**src/cbt_pkg.sv**
```systemverilog
// ----------------------------------------------------------------------------
// cbt_pkg
// types, codes and reset values shared by the circuit breaker table unit
// ----------------------------------------------------------------------------
`default_nettype none

package cbt_pkg;

   localparam int NUM_BREAKERS_DEF = 16;

   // item opcodes
   typedef enum logic [1:0] {
      OP_CHECK   = 2'd0,
      OP_SUCCESS = 2'd1,
      OP_FAILURE = 2'd2,
      OP_RESET   = 2'd3
   } op_type;

   // breaker states
   typedef enum logic [1:0] {
      BRK_CLOSED = 2'd0,
      BRK_OPEN   = 2'd1,
      BRK_HALF   = 2'd2
   } brk_state_type;

   // config register indexes
   localparam logic [1:0] CSR_CIRCUITS = 2'd0;
   localparam logic [1:0] CSR_FAIL_LIM = 2'd1;
   localparam logic [1:0] CSR_SUCC_LIM = 2'd2;
   localparam logic [1:0] CSR_TIMEOUT  = 2'd3;

   localparam logic [4:0]  CIRCUITS_RST = 5'd0;
   localparam logic [15:0] FAIL_LIM_RST = 16'd5;
   localparam logic [15:0] SUCC_LIM_RST = 16'd2;
   localparam logic [31:0] TIMEOUT_RST  = 32'd1000;

   typedef struct packed {
      logic [1:0]  mode;
      logic [3:0]  breaker_index;
      logic [31:0] now_ms;
   } req_type;

   typedef struct packed {
      logic        allowed;
      logic [1:0]  breaker_state_out;
      logic        found;
      logic [31:0] trip_total;
   } rsp_type;

   typedef struct packed {
      logic [4:0]  circuits_in_use;
      logic [15:0] failure_limit;
      logic [15:0] success_limit;
      logic [31:0] open_timeout_ms;
   } cfg_type;

   // one table entry
   typedef struct packed {
      brk_state_type state;
      logic [15:0]   fail_run;
      logic [15:0]   success_run;
      logic [31:0]   changed_at_ms;
   } entry_type;

   localparam entry_type ENTRY_RST = '{
      state:         BRK_CLOSED,
      fail_run:      16'd0,
      success_run:   16'd0,
      changed_at_ms: 32'd0
   };

   // outcome of one item against its entry
   typedef struct packed {
      logic          allowed;
      logic          trip_inc;
      brk_state_type state;
      entry_type     entry;
   } upd_type;

endpackage

`default_nettype wire

```
**src/circuit_breaker_table_unit.sv**
```systemverilog
// ----------------------------------------------------------------------------
// circuit_breaker_table_unit
// table of closed / open / half-open circuit breakers, one entry per index
// ----------------------------------------------------------------------------
//
//   channel  | direction | handshake           | payload
//   ---------+-----------+---------------------+---------------------------
//   req_     | in        | req_valid/req_stall | req_item (mode, index, now)
//   rsp_     | out       | rsp_valid/rsp_stall | rsp_item (allowed, state, ...)
//   csr_     | in        | csr_valid/csr_ready | csr_index, csr_wdata
//
// - one item per cycle while the result is not stalled; the accepting edge
//   loads stage one and starts the entry read, and the result register is
//   loaded when stage one advances
// - the entry read-modify-write is the loop: a write and the next read of the
//   same entry share an edge, and the memory forwards the written entry
// - reset clears the valid bits at once, so there is no clearing pass; an
//   entry never written reads as closed with zero runs
// - a stalled result holds stage one, and a held stage one stalls the input
// - config writes are always taken (csr_ready tied high)
// ----------------------------------------------------------------------------
`default_nettype none

module circuit_breaker_table_unit #(
   parameter int NUM_BREAKERS = cbt_pkg::NUM_BREAKERS_DEF
) (
   input  wire logic             clock,
   input  wire logic             reset,
   // item input
   input  wire logic             req_valid,
   output logic                  req_stall,
   input  wire cbt_pkg::req_type req_item,
   // result output
   output logic                  rsp_valid,
   input  wire logic             rsp_stall,
   output cbt_pkg::rsp_type      rsp_item,
   // config writes
   input  wire logic             csr_valid,
   output logic                  csr_ready,
   input  wire logic [1:0]       csr_index,
   input  wire logic [31:0]      csr_wdata
);
   import cbt_pkg::*;

   localparam int         ADDR_W    = (NUM_BREAKERS > 1) ? $clog2(NUM_BREAKERS) : 1;
   localparam logic [8:0] NUM_LIMIT = 9'(NUM_BREAKERS);

   // config registers
   cfg_type cfg_ff;

   // stage one: item waiting on its entry read
   logic    s1_valid_ff;
   logic    s1_valid_in;
   req_type s1_item_ff;

   // result register
   logic    rsp_valid_ff;
   logic    rsp_valid_in;
   rsp_type rsp_item_ff;
   rsp_type rsp_item_in;

   // saturating trip counter
   logic [31:0] trip_ff;
   logic [31:0] trip_in;

   logic              accept;
   logic              out_free;
   logic              s1_adv;
   logic              s1_found;
   logic              wr_en;
   logic [ADDR_W-1:0] s1_addr;
   entry_type         cur_entry;
   upd_type           upd;

   // handshake
   assign out_free    = !rsp_valid_ff || !rsp_stall;
   assign s1_adv      = s1_valid_ff && out_free;
   assign req_stall   = s1_valid_ff && !out_free;
   assign accept      = req_valid && !req_stall;
   assign s1_valid_in = accept || (s1_valid_ff && !s1_adv);
   assign rsp_valid_in = s1_adv || (rsp_valid_ff && rsp_stall);

   // index must be below both the configured count and the table depth
   assign s1_found = ({1'b0, s1_item_ff.breaker_index} < cfg_ff.circuits_in_use)
                  && ({5'd0, s1_item_ff.breaker_index} < NUM_LIMIT);
   assign s1_addr  = ADDR_W'(s1_item_ff.breaker_index);
   assign wr_en    = s1_adv && s1_found;

   cbt_entry_mem #(
      .NUM_BREAKERS (NUM_BREAKERS),
      .ADDR_W       (ADDR_W)
   ) u_mem (
      .clock    (clock),
      .reset    (reset),
      .rd_en    (accept),
      .rd_addr  (ADDR_W'(req_item.breaker_index)),
      .wr_en    (wr_en),
      .wr_addr  (s1_addr),
      .wr_entry (upd.entry),
      .rd_entry (cur_entry)
   );

   cbt_update u_update (
      .entry (cur_entry),
      .item  (s1_item_ff),
      .cfg   (cfg_ff),
      .upd   (upd)
   );

   // trips only count on a found item that actually leaves stage one
   always_comb begin
      trip_in = trip_ff;
      if (wr_en && upd.trip_inc && (trip_ff != 32'hFFFF_FFFF)) begin
         trip_in = trip_ff + 32'd1;
      end
   end

   always_comb begin
      if (s1_found) begin
         rsp_item_in.allowed           = upd.allowed;
         rsp_item_in.breaker_state_out = upd.state;
         rsp_item_in.found             = 1'b1;
      end else begin
         // unused index: answers as a closed breaker, nothing changes
         rsp_item_in.allowed           = 1'b1;
         rsp_item_in.breaker_state_out = BRK_CLOSED;
         rsp_item_in.found             = 1'b0;
      end
      rsp_item_in.trip_total = trip_in;
   end

   always_ff @(posedge clock) begin
      if (reset) begin
         s1_valid_ff  <= 1'b0;
         rsp_valid_ff <= 1'b0;
         trip_ff      <= 32'd0;
      end else begin
         s1_valid_ff  <= s1_valid_in;
         rsp_valid_ff <= rsp_valid_in;
         trip_ff      <= trip_in;
      end
   end

   always_ff @(posedge clock) begin
      if (accept) begin
         s1_item_ff <= req_item;
      end
      if (s1_adv) begin
         rsp_item_ff <= rsp_item_in;
      end
   end

   // config register file
   always_ff @(posedge clock) begin
      if (reset) begin
         cfg_ff.circuits_in_use <= CIRCUITS_RST;
         cfg_ff.failure_limit   <= FAIL_LIM_RST;
         cfg_ff.success_limit   <= SUCC_LIM_RST;
         cfg_ff.open_timeout_ms <= TIMEOUT_RST;
      end else if (csr_valid && csr_ready) begin
         unique case (csr_index)
            CSR_CIRCUITS: cfg_ff.circuits_in_use <= csr_wdata[4:0];
            CSR_FAIL_LIM: cfg_ff.failure_limit   <= csr_wdata[15:0];
            CSR_SUCC_LIM: cfg_ff.success_limit   <= csr_wdata[15:0];
            CSR_TIMEOUT:  cfg_ff.open_timeout_ms <= csr_wdata;
            default:      cfg_ff <= cfg_ff;
         endcase
      end
   end

   assign csr_ready = 1'b1;
   assign rsp_valid = rsp_valid_ff;
   assign rsp_item  = rsp_item_ff;

   // an unused index always answers allowed and closed
   a_unused_closed: assert property (@(posedge clock) disable iff (reset)
      rsp_valid_ff && !rsp_item_ff.found |->
         rsp_item_ff.allowed && (rsp_item_ff.breaker_state_out == BRK_CLOSED))
      else $error("unused index answered other than allowed/closed");

   // a breaker that is open after the step never lets a call through
   a_open_blocks: assert property (@(posedge clock) disable iff (reset)
      rsp_valid_ff && rsp_item_ff.found && rsp_item_ff.allowed |->
         (rsp_item_ff.breaker_state_out != BRK_OPEN))
      else $error("open breaker reported allowed");

   // trip count only grows
   a_trip_monotonic: assert property (@(posedge clock) disable iff (reset)
      1'b1 |=> (trip_ff >= $past(trip_ff)))
      else $error("trip counter went down");

   // an item leaving stage one always lands in the result register
   a_adv_result: assert property (@(posedge clock) disable iff (reset)
      s1_adv |=> rsp_valid_ff)
      else $error("stage one advanced without a result");

endmodule

`default_nettype wire

```
**src/cbt_entry_mem.sv**
```systemverilog
// ----------------------------------------------------------------------------
// cbt_entry_mem
// breaker entry memory: one write and one registered read per cycle, per-entry
// valid bits for the reset value, and forwarding of a same-cycle write
// ----------------------------------------------------------------------------
`default_nettype none

module cbt_entry_mem #(
   parameter int NUM_BREAKERS = cbt_pkg::NUM_BREAKERS_DEF,
   parameter int ADDR_W       = (NUM_BREAKERS > 1) ? $clog2(NUM_BREAKERS) : 1
) (
   input  wire logic               clock,
   input  wire logic               reset,
   input  wire logic               rd_en,
   input  wire logic [ADDR_W-1:0]  rd_addr,
   input  wire logic               wr_en,
   input  wire logic [ADDR_W-1:0]  wr_addr,
   input  wire cbt_pkg::entry_type wr_entry,
   output cbt_pkg::entry_type      rd_entry
);
   import cbt_pkg::*;

   entry_type               mem_ram [NUM_BREAKERS];
   entry_type               rd_data_ff;
   logic                    rd_vld_ff;
   logic [NUM_BREAKERS-1:0] vld_ff;
   logic                    fwd_hit_ff;
   entry_type               fwd_entry_ff;

   always_ff @(posedge clock) begin
      if (wr_en) begin
         mem_ram[wr_addr] <= wr_entry;
      end
      if (rd_en) begin
         rd_data_ff   <= mem_ram[rd_addr];
         fwd_entry_ff <= wr_entry;
      end
   end

   always_ff @(posedge clock) begin
      if (reset) begin
         vld_ff     <= '0;
         rd_vld_ff  <= 1'b0;
         fwd_hit_ff <= 1'b0;
      end else begin
         if (wr_en) begin
            vld_ff[wr_addr] <= 1'b1;
         end
         if (rd_en) begin
            rd_vld_ff  <= vld_ff[rd_addr];
            // write landing on the same edge as the read
            fwd_hit_ff <= wr_en && (wr_addr == rd_addr);
         end
      end
   end

   always_comb begin
      if (fwd_hit_ff) begin
         rd_entry = fwd_entry_ff;
      end else if (rd_vld_ff) begin
         rd_entry = rd_data_ff;
      end else begin
         rd_entry = ENTRY_RST;
      end
   end

endmodule

`default_nettype wire

```
**src/cbt_update.sv**
```systemverilog
// ----------------------------------------------------------------------------
// cbt_update
// next entry, allowed flag and trip event for one item
// ----------------------------------------------------------------------------
`default_nettype none

module cbt_update (
   input  wire cbt_pkg::entry_type entry,
   input  wire cbt_pkg::req_type   item,
   input  wire cbt_pkg::cfg_type   cfg,
   output cbt_pkg::upd_type        upd
);
   import cbt_pkg::*;

   logic [31:0] elapsed;
   logic [15:0] fail_inc;
   logic [15:0] succ_inc;
   entry_type   nxt;
   logic        allowed;
   logic        trip_inc;

   assign elapsed  = item.now_ms - entry.changed_at_ms;
   assign fail_inc = (entry.fail_run == 16'hFFFF) ? entry.fail_run : entry.fail_run + 16'd1;
   assign succ_inc = (entry.success_run == 16'hFFFF) ? entry.success_run
                                                     : entry.success_run + 16'd1;

   always_comb begin
      nxt      = entry;
      allowed  = 1'b0;
      trip_inc = 1'b0;
      unique case (op_type'(item.mode))
         OP_CHECK: begin
            if (entry.state == BRK_OPEN) begin
               if (elapsed > cfg.open_timeout_ms) begin
                  nxt.state         = BRK_HALF;
                  nxt.changed_at_ms = item.now_ms;
                  nxt.success_run   = 16'd0;
                  allowed           = 1'b1;
               end
            end else begin
               allowed = 1'b1;
            end
         end
         OP_SUCCESS: begin
            nxt.success_run = succ_inc;
            nxt.fail_run    = 16'd0;
            if (entry.state == BRK_HALF && succ_inc >= cfg.success_limit) begin
               nxt.state         = BRK_CLOSED;
               nxt.changed_at_ms = item.now_ms;
            end
         end
         OP_FAILURE: begin
            nxt.fail_run = fail_inc;
            if (entry.state == BRK_CLOSED) begin
               if (fail_inc >= cfg.failure_limit) begin
                  nxt.state         = BRK_OPEN;
                  nxt.changed_at_ms = item.now_ms;
                  trip_inc          = 1'b1;
               end
            end else if (entry.state == BRK_HALF) begin
               nxt.state         = BRK_OPEN;
               nxt.changed_at_ms = item.now_ms;
            end
         end
         OP_RESET: begin
            nxt.state         = BRK_CLOSED;
            nxt.fail_run      = 16'd0;
            nxt.success_run   = 16'd0;
            nxt.changed_at_ms = item.now_ms;
         end
         default: begin
            nxt = entry;
         end
      endcase
   end

   assign upd.allowed  = allowed;
   assign upd.trip_inc = trip_inc;
   assign upd.state    = nxt.state;
   assign upd.entry    = nxt;

endmodule

`default_nettype wire

```
**config.mk**
```make
export PLATFORM = sky130hd
export DESIGN_NAME = circuit_breaker_table_unit
export DESIGN_NICKNAME = d
export VERILOG_FILES = /design/src/cbt_pkg.sv /design/src/circuit_breaker_table_unit.sv /design/src/cbt_entry_mem.sv /design/src/cbt_update.sv
export SDC_FILE = /design/constraint.sdc
export NUM_CORES = 1
export LEC_CHECK = 0
export BUFFER_PORTS_ARGS = -buffer_cell sky130_fd_sc_hd__buf_2
export CAP_MARGIN = 10
export CELL_PAD_IN_SITES_DETAIL_PLACEMENT = 0
export CELL_PAD_IN_SITES_GLOBAL_PLACEMENT = 1
export CORE_ASPECT_RATIO = 0.7
export CORE_UTILIZATION = 55
export DETAILED_ROUTE_END_ITERATION = 10
export MAX_ROUTING_LAYER = met4
export PLACE_DENSITY_LB_ADDON = 0.1
export SLEW_MARGIN = 20
export SYNTH_ARGS = -nofsm -noshare
export SYNTH_HDL_FRONTEND = slang
export SYNTH_SLANG_ARGS = --single-unit
```
**constraint.sdc**
```tcl
create_clock -name clock -period 18 [get_ports clock]
set_input_delay 3.6 -clock clock [delete_from_list [all_inputs] [get_ports clock]]
set_output_delay 3.6 -clock clock [all_outputs]
set_load 0.005 [all_outputs]
```
==> metrics <==
first-pass GRT wire length=204 mm; routed wire length=140 mm; Register Area=0.0403 mm^2; worst-margin pin slew=1.15 ns; worst path arrival time=~9.5 ns; Slew Viols, Final=0; clk_lat worst skew=0.76 ns; Clock transition at path regs=0.07 ns; Synth cell types=83; DP Area=~0.06 mm^2; via total after detailed routing=just over 30k; fmax=110 MHz; post_cts resized=0; top-count cell post-synth=edfxtp_1; Boundary Pins=116; Required @ worst endpoint=roughly 18 ns; crit end category=flop; Max FO, Critical Path=32; Max VDD drop=0.000104 V; Total Die Area=between 0.1 and 0.15 mm^2; Layout area overhead=12.3%; hold_buf cts=0; core footprint=0.102 mm^2; GRT Residual Overflow=0; # fillers=7155; area occupied by multi-input gates=0.0156 mm^2; Clock Sink Count=1383; number of global-route vias before repair=between 20k and 30k; fin area=0.0636 mm^2; Setup Fix Bufs, Post-CTS=0; root buf cell=clkbuf_16; Synth area leader=edfxtp_1; CP max stage delay=0.84 ns; number of routed nets with antenna violations=0; nets=3500; Synth top cells by count=edfxtp_1 (1262), mux4_2 (335), nand2_1 (196); DRT Pass-1 Iters=5; register area share after synthesis=71.1%; CTS tree=done; status=complete, no violations; share of the synthesized area in the top cell type=66.9%; asr flop ratio synth=0%; initial core utilization=around 55%; CTS max path bufs=3; Die Y-Extent=roughly 270 um; port bufs=114; Synth Register Bits=1383; Main synth FF type=edfxtp_1; pin count of the biggest net entering global routing=127; vias per cell=6.31; Post-Syn Nets=3331; PD cells=106 mW/mm^2; final hold violations=0; max_slew headroom=23.3%; RSZ-0062 raised after global routing=false; Mapped Area=0.0567 mm^2; Hold Path Class=reg -> reg; Fin Clk Skew=~0.027 ns; total negative setup slack=0 ns; Most Frequent Cell on Critical Path=buf_4; period utilization=50.5%; CTS buffer count=around 130; Inserted Diodes=0; # setup viols final=0; slowest cell on the critical path=mux2i_2; average size of a mapped cell=17.9 um^2; gpl congestion=a little over 0.9; Syn Inst Count=3158; total of max-cap violations=0; DRC=0; type of origin of the critical path=flop; Post-synth EDFFs=between 1k and 1.5k; WS Path Type=reg -> reg; placed wire-length estimate=approximately 80 mm; Iteration-0 DRC Markers=between 3k and 4k; routed length per placed instance=~29 um; num rows=between 90 and 100; Global Route Usage Sum=about 28%; P_leak=22.0 nW; H-Tree Depth=4; layout cells sized above 1=24.0%; Ys Warns=0; Area contributors post-synth=edfxtp_1 (67%), mux4_2 (13%), dfxtp_1 (4.3%); fin crit period=approximately 9.1 ns; die width=between 300 and 400 um; antenna violations before repair=3
placed cells by master (no fill, tap or decap), types with 43 or more instances in the layout:
master     count
edfxtp_1    1262
mux4_2       335
nand2_1      196
clkbuf_16    138
a21oi_1      126
inv_1        121
dfxtp_1      120
buf_2        109
nor2_1       105
ha_1          96
buf_4         79
xor2_1        56
a22oi_1       49
nor2b_1       44
xnor2_1       43
state kept, by name, summed over array words and instances, names as in the netlist:
register and flops:
rsp_valid 1, s1_addr 4, s1_valid_ff 1, cfg_ff 69, u_mem.vld_ff 16, u_mem.fwd_hit_ff 1, trip_ff 32, u_mem.fwd_entry_ff 66
rsp_item 36, u_mem.rd_vld_ff 1, s1_item_ff 34, u_mem.rd_data_ff 66, u_mem.mem_ram 1056
power breakdown:
part           internal [mW]  leakage (nW)  total [mW]  switching (mW)
clock                   1.64          2.15        2.84            1.20
combinational          0.130          6.41       0.322           0.193
sequential              3.53          13.5        3.56          0.0253
total                   5.30          22.0        6.72            1.42
per-layer routing:
layer  up-vias  share of wire, %  global-route usage (%)
met3       178               8.5                    5.70
met2      1301                45                    39.5
met4         0               1.8                    6.00
met5         -                 0                       -
met1     15800                45                    42.9
li1      12900                 -                       -
path summary, 6_finish.rpt:
path,from,end,slack (ns),cells after the start
max,u_mem.rd_vld_ff$_SDFFE_PP0P_,u_mem.mem_ram[1][11]$_DFFE_PP_,8.91,28
min,cfg_ff[60]$_SDFFE_PP0P_,cfg_ff[60]$_SDFFE_PP0P_,0.46,2
max reg2reg,u_mem.rd_vld_ff$_SDFFE_PP0P_,u_mem.mem_ram[1][11]$_DFFE_PP_,8.91,28
min reg2reg,cfg_ff[60]$_SDFFE_PP0P_,cfg_ff[60]$_SDFFE_PP0P_,0.46,2
logic make-up (layout without fill, tap and decap cells):
kind of cell	after synthesis	count (layout)	synth area share, %
flops	1383	1383	71.1
simple gates	575	575	5.08
mux	376	376	14.0
compound gates	345	345	4.04
buf+inv	277	553	1.94
fa+ha+maj	102	102	2.23
xor+xnor	99	99	1.53
other cells	1	1	0.00662
area by class of cell:
cell class	count	share of cell area (%)
sequential	1383	63.4
timing repair buffer	191	1.85
multi-input combinational	1498	24.5
inverter	122	0.731
tap	1350	2.65
clock buffer	168	5.65
clock inverter	72	1.28
metrics by stage:
step                      hold slack [ns]  worst slack, ns  total power [mW]  std cells  utilization [%]
after floorplan                     0.435             3.40              3.84       3158                -
final                               0.459             8.91              6.72       4784             62.3
after global routing                0.482             8.42              6.92       4784             62.3
after detailed placement            0.448             8.70              3.95       4544             57.8
after global placement              0.443             8.83              3.94       4544             57.8
after CTS                           0.457             8.61              6.76       4784             62.2
worst max-delay path, delay by kind of cell, from the launching register on:
| kind | cells | cell delay [ns] |
|---|---|---|
| fa+ha+maj | 4 | 0.89 |
| simple gates | 8 | 2.32 |
| xor+xnor | 1 | 0.12 |
| mux | 1 | 0.84 |
| buf+inv | 5 | 2.06 |
| flops | 1 | 0.30 |
| compound gates | 9 | 2.15 |
Power figures use the tool's default switching activity.
